File: config.mk
export PLATFORM = sky130hd
export DESIGN_NAME = qlt_log2
export DESIGN_NICKNAME = d
export VERILOG_FILES = /design/src/design/qlt_pkg.sv /design/src/design/qlt_log2.sv
export SDC_FILE = /design/constraint.sdc
export NUM_CORES = 1
export LEC_CHECK = 0
export ABC_AREA = 1
export BUFFER_PORTS_ARGS = -buffer_cell sky130_fd_sc_hd__buf_2
export CAP_MARGIN = 5
export CORE_MARGIN = 1.5
export CORE_UTILIZATION = 30
export CTS_BUF_LIST = sky130_fd_sc_hd__clkbuf_8
export DETAILED_ROUTE_END_ITERATION = 6
export SLEW_MARGIN = 20
export SYNTH_ARGS = -nofsm -noshare
export SYNTH_HDL_FRONTEND = slang
export SYNTH_SLANG_ARGS = --single-unit
File: constraint.sdc
create_clock -name clk -period 18.9 [get_ports clk]
set_input_delay 2.835 -clock clk [delete_from_list [all_inputs] [get_ports clk]]
set_output_delay 2.835 -clock clk [all_outputs]
set_load 0.005 [all_outputs]
File: src/design/qlt_pkg.sv
// Shared constants, types and the log2 table for the query likelihood top-K scan.
// No dependencies.
`default_nettype none

package qlt_pkg;

    localparam int MAX_TERMS_DEF   = 16;
    localparam int TOPK_DEPTH_DEF  = 32;
    localparam int MAX_DOC_LEN_DEF = 255;

    localparam int MODE_W  = 2;
    localparam int SLOT_IN_W = 4;
    localparam int TID_W   = 24;
    localparam int CF_W    = 32;
    localparam int KEY_W   = 63;
    localparam int DLEN_W  = 8;
    localparam int RANK_W  = 7;
    localparam int SCORE_W = 32;
    localparam int HIT_W   = 8;

    localparam int CFG_IDX_W  = 2;
    localparam int CFG_DATA_W = 63;
    localparam int TCNT_W  = 5;
    localparam int MU_W    = 16;
    localparam int TOTAL_W = 40;

    localparam int LOG_X_W = 64;
    localparam int LOG_W   = 23;
    localparam int TAB_W   = 17;
    localparam int SUM_W   = 30;
    localparam int PROD_W  = 44;

    localparam logic [15:0] LN2_Q16 = 16'd45426;
    localparam logic [15:0] MU_RESET = 16'd2500;

    typedef enum logic [MODE_W-1:0] {
        MODE_LOAD  = 2'd0,
        MODE_TOKEN = 2'd1,
        MODE_FLUSH = 2'd2
    } mode_t;

    typedef enum logic [CFG_IDX_W-1:0] {
        REG_TIME_LIMIT  = 2'd0,
        REG_TERM_COUNT  = 2'd1,
        REG_MU_VALUE    = 2'd2,
        REG_TOTAL_TERMS = 2'd3
    } cfg_reg_t;

    typedef struct packed {
        logic ins;
        logic pop;
    } topk_cmd_t;

    // round(65536*log2(1+i/32))
    localparam logic [TAB_W-1:0] LOG_TAB [0:32] = '{
        17'd0,     17'd2909,  17'd5732,  17'd8473,  17'd11136, 17'd13727,
        17'd16248, 17'd18704, 17'd21098, 17'd23433, 17'd25711, 17'd27936,
        17'd30109, 17'd32234, 17'd34312, 17'd36346, 17'd38336, 17'd40286,
        17'd42196, 17'd44068, 17'd45904, 17'd47705, 17'd49472, 17'd51207,
        17'd52911, 17'd54584, 17'd56229, 17'd57845, 17'd59434, 17'd60997,
        17'd62534, 17'd64047, 17'd65536
    };

endpackage

`default_nettype wire

File: src/design/qlt_log2.sv
// Iterative Q7.16 log2: six normalize steps, table interpolation, final add.
// Depends on qlt_pkg. done pulses once the final add has been registered after start.
`default_nettype none

module qlt_log2 (
    input  logic                        clk,
    input  logic                        rst_n,
    input  logic                        start,
    input  logic [qlt_pkg::LOG_X_W-1:0] x,
    output logic                        done,
    output logic [qlt_pkg::LOG_W-1:0]   result
);
    import qlt_pkg::*;

    logic [LOG_X_W-1:0] v_reg;
    logic [5:0]         z_reg;
    logic [2:0]         step_reg;
    logic               busy_reg;
    logic               zero_reg;
    logic [TAB_W-1:0]   base_reg;
    logic [11:0]        frac_reg;
    logic               done_reg;
    logic [LOG_W-1:0]   res_reg;

    logic               hi_zero;
    logic [LOG_X_W-1:0] v_sh;
    logic [5:0]         z_add;
    logic [4:0]         idx;
    logic [18:0]        rem;
    logic [TAB_W-1:0]   diff;
    logic [30:0]        prod;

    always_comb
    begin
        hi_zero = 1'b0;
        v_sh    = v_reg;
        z_add   = 6'd0;
        case (step_reg)
            3'd0:
            begin
                hi_zero = (v_reg[63:32] == '0);
                v_sh    = v_reg << 32;
                z_add   = 6'd32;
            end
            3'd1:
            begin
                hi_zero = (v_reg[63:48] == '0);
                v_sh    = v_reg << 16;
                z_add   = 6'd16;
            end
            3'd2:
            begin
                hi_zero = (v_reg[63:56] == '0);
                v_sh    = v_reg << 8;
                z_add   = 6'd8;
            end
            3'd3:
            begin
                hi_zero = (v_reg[63:60] == '0);
                v_sh    = v_reg << 4;
                z_add   = 6'd4;
            end
            3'd4:
            begin
                hi_zero = (v_reg[63:62] == '0);
                v_sh    = v_reg << 2;
                z_add   = 6'd2;
            end
            3'd5:
            begin
                hi_zero = ~v_reg[63];
                v_sh    = v_reg << 1;
                z_add   = 6'd1;
            end
            default:
            begin
                hi_zero = 1'b0;
            end
        endcase
    end

    assign idx  = v_reg[62:58];
    assign rem  = v_reg[57:39];
    assign diff = LOG_TAB[6'(idx) + 6'd1] - LOG_TAB[idx];
    assign prod = 31'(diff[11:0]) * 31'(rem);

    always_ff @(posedge clk or negedge rst_n)
    begin
        if (!rst_n)
        begin
            busy_reg <= 1'b0;
            done_reg <= 1'b0;
            step_reg <= '0;
        end
        else
        begin
            done_reg <= 1'b0;
            if (start)
            begin
                busy_reg <= 1'b1;
                step_reg <= '0;
            end
            else if (busy_reg)
            begin
                step_reg <= step_reg + 3'd1;
                if (step_reg == 3'd7)
                begin
                    busy_reg <= 1'b0;
                    done_reg <= 1'b1;
                end
            end
        end
    end

    always_ff @(posedge clk)
    begin
        if (start)
        begin
            v_reg    <= x;
            z_reg    <= '0;
            zero_reg <= (x == '0);
        end
        else if (busy_reg)
        begin
            if (step_reg < 3'd6)
            begin
                if (hi_zero)
                begin
                    v_reg <= v_sh;
                    z_reg <= z_reg + z_add;
                end
            end
            else if (step_reg == 3'd6)
            begin
                base_reg <= LOG_TAB[idx];
                frac_reg <= prod[30:19];
            end
            else
            begin
                res_reg <= zero_reg ? '0
                         : LOG_W'({~z_reg, 16'd0}) + LOG_W'(base_reg) + LOG_W'(frac_reg);
            end
        end
    end

    assign done   = done_reg;
    assign result = res_reg;

endmodule

`default_nettype wire

==> out/qor.txt <==
Total GRT Usage = 19.29%
Mean instance size in the synthesized netlist = 7.568 um2
Largest net degree at the start of global routing = 78
Latest clock arrival within the worst-skew pair = 0.51 ns
Gate Count Post-Synth = 2276
Iteration-0 DRC count of the detailed router = 1710
Global-route wire length before repair = 89980 um
Clock tree from TritonCTS = done
Transition time of the tightest slew-check pin = 0.9571 ns
Most common flop cell mapped by yosys = edfxtp_1
Count of antenna diodes in the layout = 0
Hold Crit Class = flop to flop
Largest cells by area after synthesis = edfxtp_1 (20%), fa_1 (20%), nand2_1 (10%)
Share of final-layout standard cells stronger than drive strength 1 = 8.297%
CP peak stage delay = 0.71 ns
Number of max-cap violations = 0
Final hold vios = 0
Level count of the clock H-tree = 4
Average wire length per cell after detail routing = 18.56 um
Total clock buffers created by CTS = 17
Syn Std Cell Area = 0.01722 mm2
Synth async-reset ratio = 3.937%
Worst endpoint required time = 19.15 ns
Number of nets in the layout = 2660
GR Overflow Total = 0
Number of flops mapped to enable cells by yosys = 116
Largest register FFs = 64
Bufs and invs on worst path = 7
Data arrival time at the worst-slack endpoint = 9.42 ns
Resized Gates After CTS = 0
Total via count after detailed routing = 16.29k
Clock input transition at the sequential cells of the worst setup and hold paths = 0.08 ns
Total setup buffers inserted after CTS = 0
Total of fill cells in the finished design = 6059
CP Launch Type = flop
Distinct cells, synth = 57
Iteration count of the initial detailed-routing pass = 6
Die span in y = 242.6 um
Post-route clock skew = 0.01685 ns
Shortest period the worst path allows = 9.171 ns
Remaining number of nets flagged by the antenna check after routing = 0
Number of ports placed on the die boundary = 91
Max-slew headroom = 35.97%
Post-Synthesis Net Count = 2635
Vias in the first global route = 16.09k
# rows = 87
Effective utilization at floorplan = 30.43%
Achievable Freq = 0.1090 GHz
Number of antenna violations at the first check in global routing = 0
Clock net sink count = 127
CORE AREA = 0.05660 mm2
Most used cell, CP = nand2_1
Via/cell ratio = 5.307
Routability Congestion = 0.9452
Category of cells accounting for the largest share of critical-path delay = adder cells
Post-synthesis to final-layout area growth = 8.572%
Horizontal extent of the die = 242.6 um
Slew Viols, Final = 0
Capturing element type of the critical path = flop
Standard cell with the maximum stage delay on the critical path = edfxtp_1
Root Buffer Master = clkbuf_8
Period utilization = 48.53%
Sum of negative setup slack = 0 ns
Flops & latches, synth = 127
Worst-path fanout max = 16
Maximum buffer depth of the clock tree = 2
Yosys warning total = 0
Top cell types by occurrence after synthesis = nand2_1 (467), inv_1 (377), nor2_1 (210)
Setup violators final = 0
Most frequently used cell type in the post-synthesis netlist = nand2_1
Classification of the worst setup path = flop to flop
Drc violations = 0
Area leader, netlist = edfxtp_1
Run status = finished, final reports clean
Overall routed net length = 56980 um
Setup repair after global routing missed its margin = no
Port Buffers = 90
Area share of the largest cell type after synthesis = 20.22%
Proportion of synthesized chip area in sequential cells = 21.65%
Hold bufs inserted after CTS = 0
Die ar. = 0.05886 mm2
DP HPWL = 44650 um
## kinds of logic after synthesis
family / synth area share (%)
compound gates: 15.49
xor+xnor: 0.6611
fa+ha+maj: 28.71
buf+inv: 11.22
flops: 21.65
simple gates: 22.27
## area by class of cell
class	count	area [um2]	share of cell area, %
clock inverters	15	160.2	0.8564
inverters	403	1518	8.116
repair buffers	101	533.0	2.850
well taps	756	945.9	5.058
multi-input cells	1651	11580	61.93
flip-flops and latches	127	3729	19.94
clock buffers	17	234.0	1.251
## cells in the final DEF (no fill, tap or decap), drive strengths merged, types with 2 or more instances in the layout
cell type and n:
nand2 481, inv 398, nor2 220, fa 172, a21oi 154, nand3 122
ha 120, edfxtp 116, o21ai 107, buf 101, o22ai 91, a211oi 38
nor3 23, nor4 18, clkbuf 17, clkinv 17, nand4 13, or2 9
o211ai 8, xor2 8, o2111ai 8, o221ai 8, o21bai 7, a31oi 7
dfxtp 6, xnor2 5, a21o 5, o31ai 5, dfrtp 5, o21a 4
a21boi 3, nand3b 3, a221oi 2, nor3b 2, bufinv 2
## metrics by stage
stage          utilization, %  cell area [um2]  setup slack [ns]  hold slack, ns  instances
6_report                33.04            18700             9.729          0.5354       3070
5_1_grt                 33.04            18700             8.953          0.5669       3070
4_1_cts                 33.04            18700             9.742          0.5353       3070
3_5_place_dp            32.34            18310             9.761          0.5147       3038
3_3_place_gp            32.34            18310             9.946          0.5172       3038
2_1_floorplan               -            17220             11.39          0.4659       2276
## path summary, 6_finish.rpt
path,cells after the start,slack [ns],end,from
worst max-delay path,35,9.73,frac_reg[11],v_reg[58]
worst min-delay path,2,0.54,done,busy_reg
worst min register to register,2,0.54,done,busy_reg
min in group asynchronous,1,2.14,done,rst_n
max in group asynchronous,1,16.64,step_reg[2],rst_n
worst max register to register,35,9.73,frac_reg[11],v_reg[58]
## layer usage
| metal | up-vias | share of wire [%] | track usage (%) |
|---|---|---|---|
| li1 | 7519 | - | - |
| met2 | 754 | 46 | 30.98 |
| met1 | 7908 | 44 | 26.52 |
| met4 | 0 | 2.7 | 5.627 |
| met3 | 113 | 7.6 | 3.361 |
| met5 | - | 0 | 0 |
## worst register-to-register path: cells and delay by family, from the launching register on
family          cells  cell delay (ns)
fa+ha+maj          10             4.47
simple gates       13             1.56
buf+inv             7             1.15
compound gates      5             1.04
flops               1             0.71
Power is left out: the tool's default activity adds up to more than one toggle a clock period on the data nets, which glitch-free logic cannot reach.
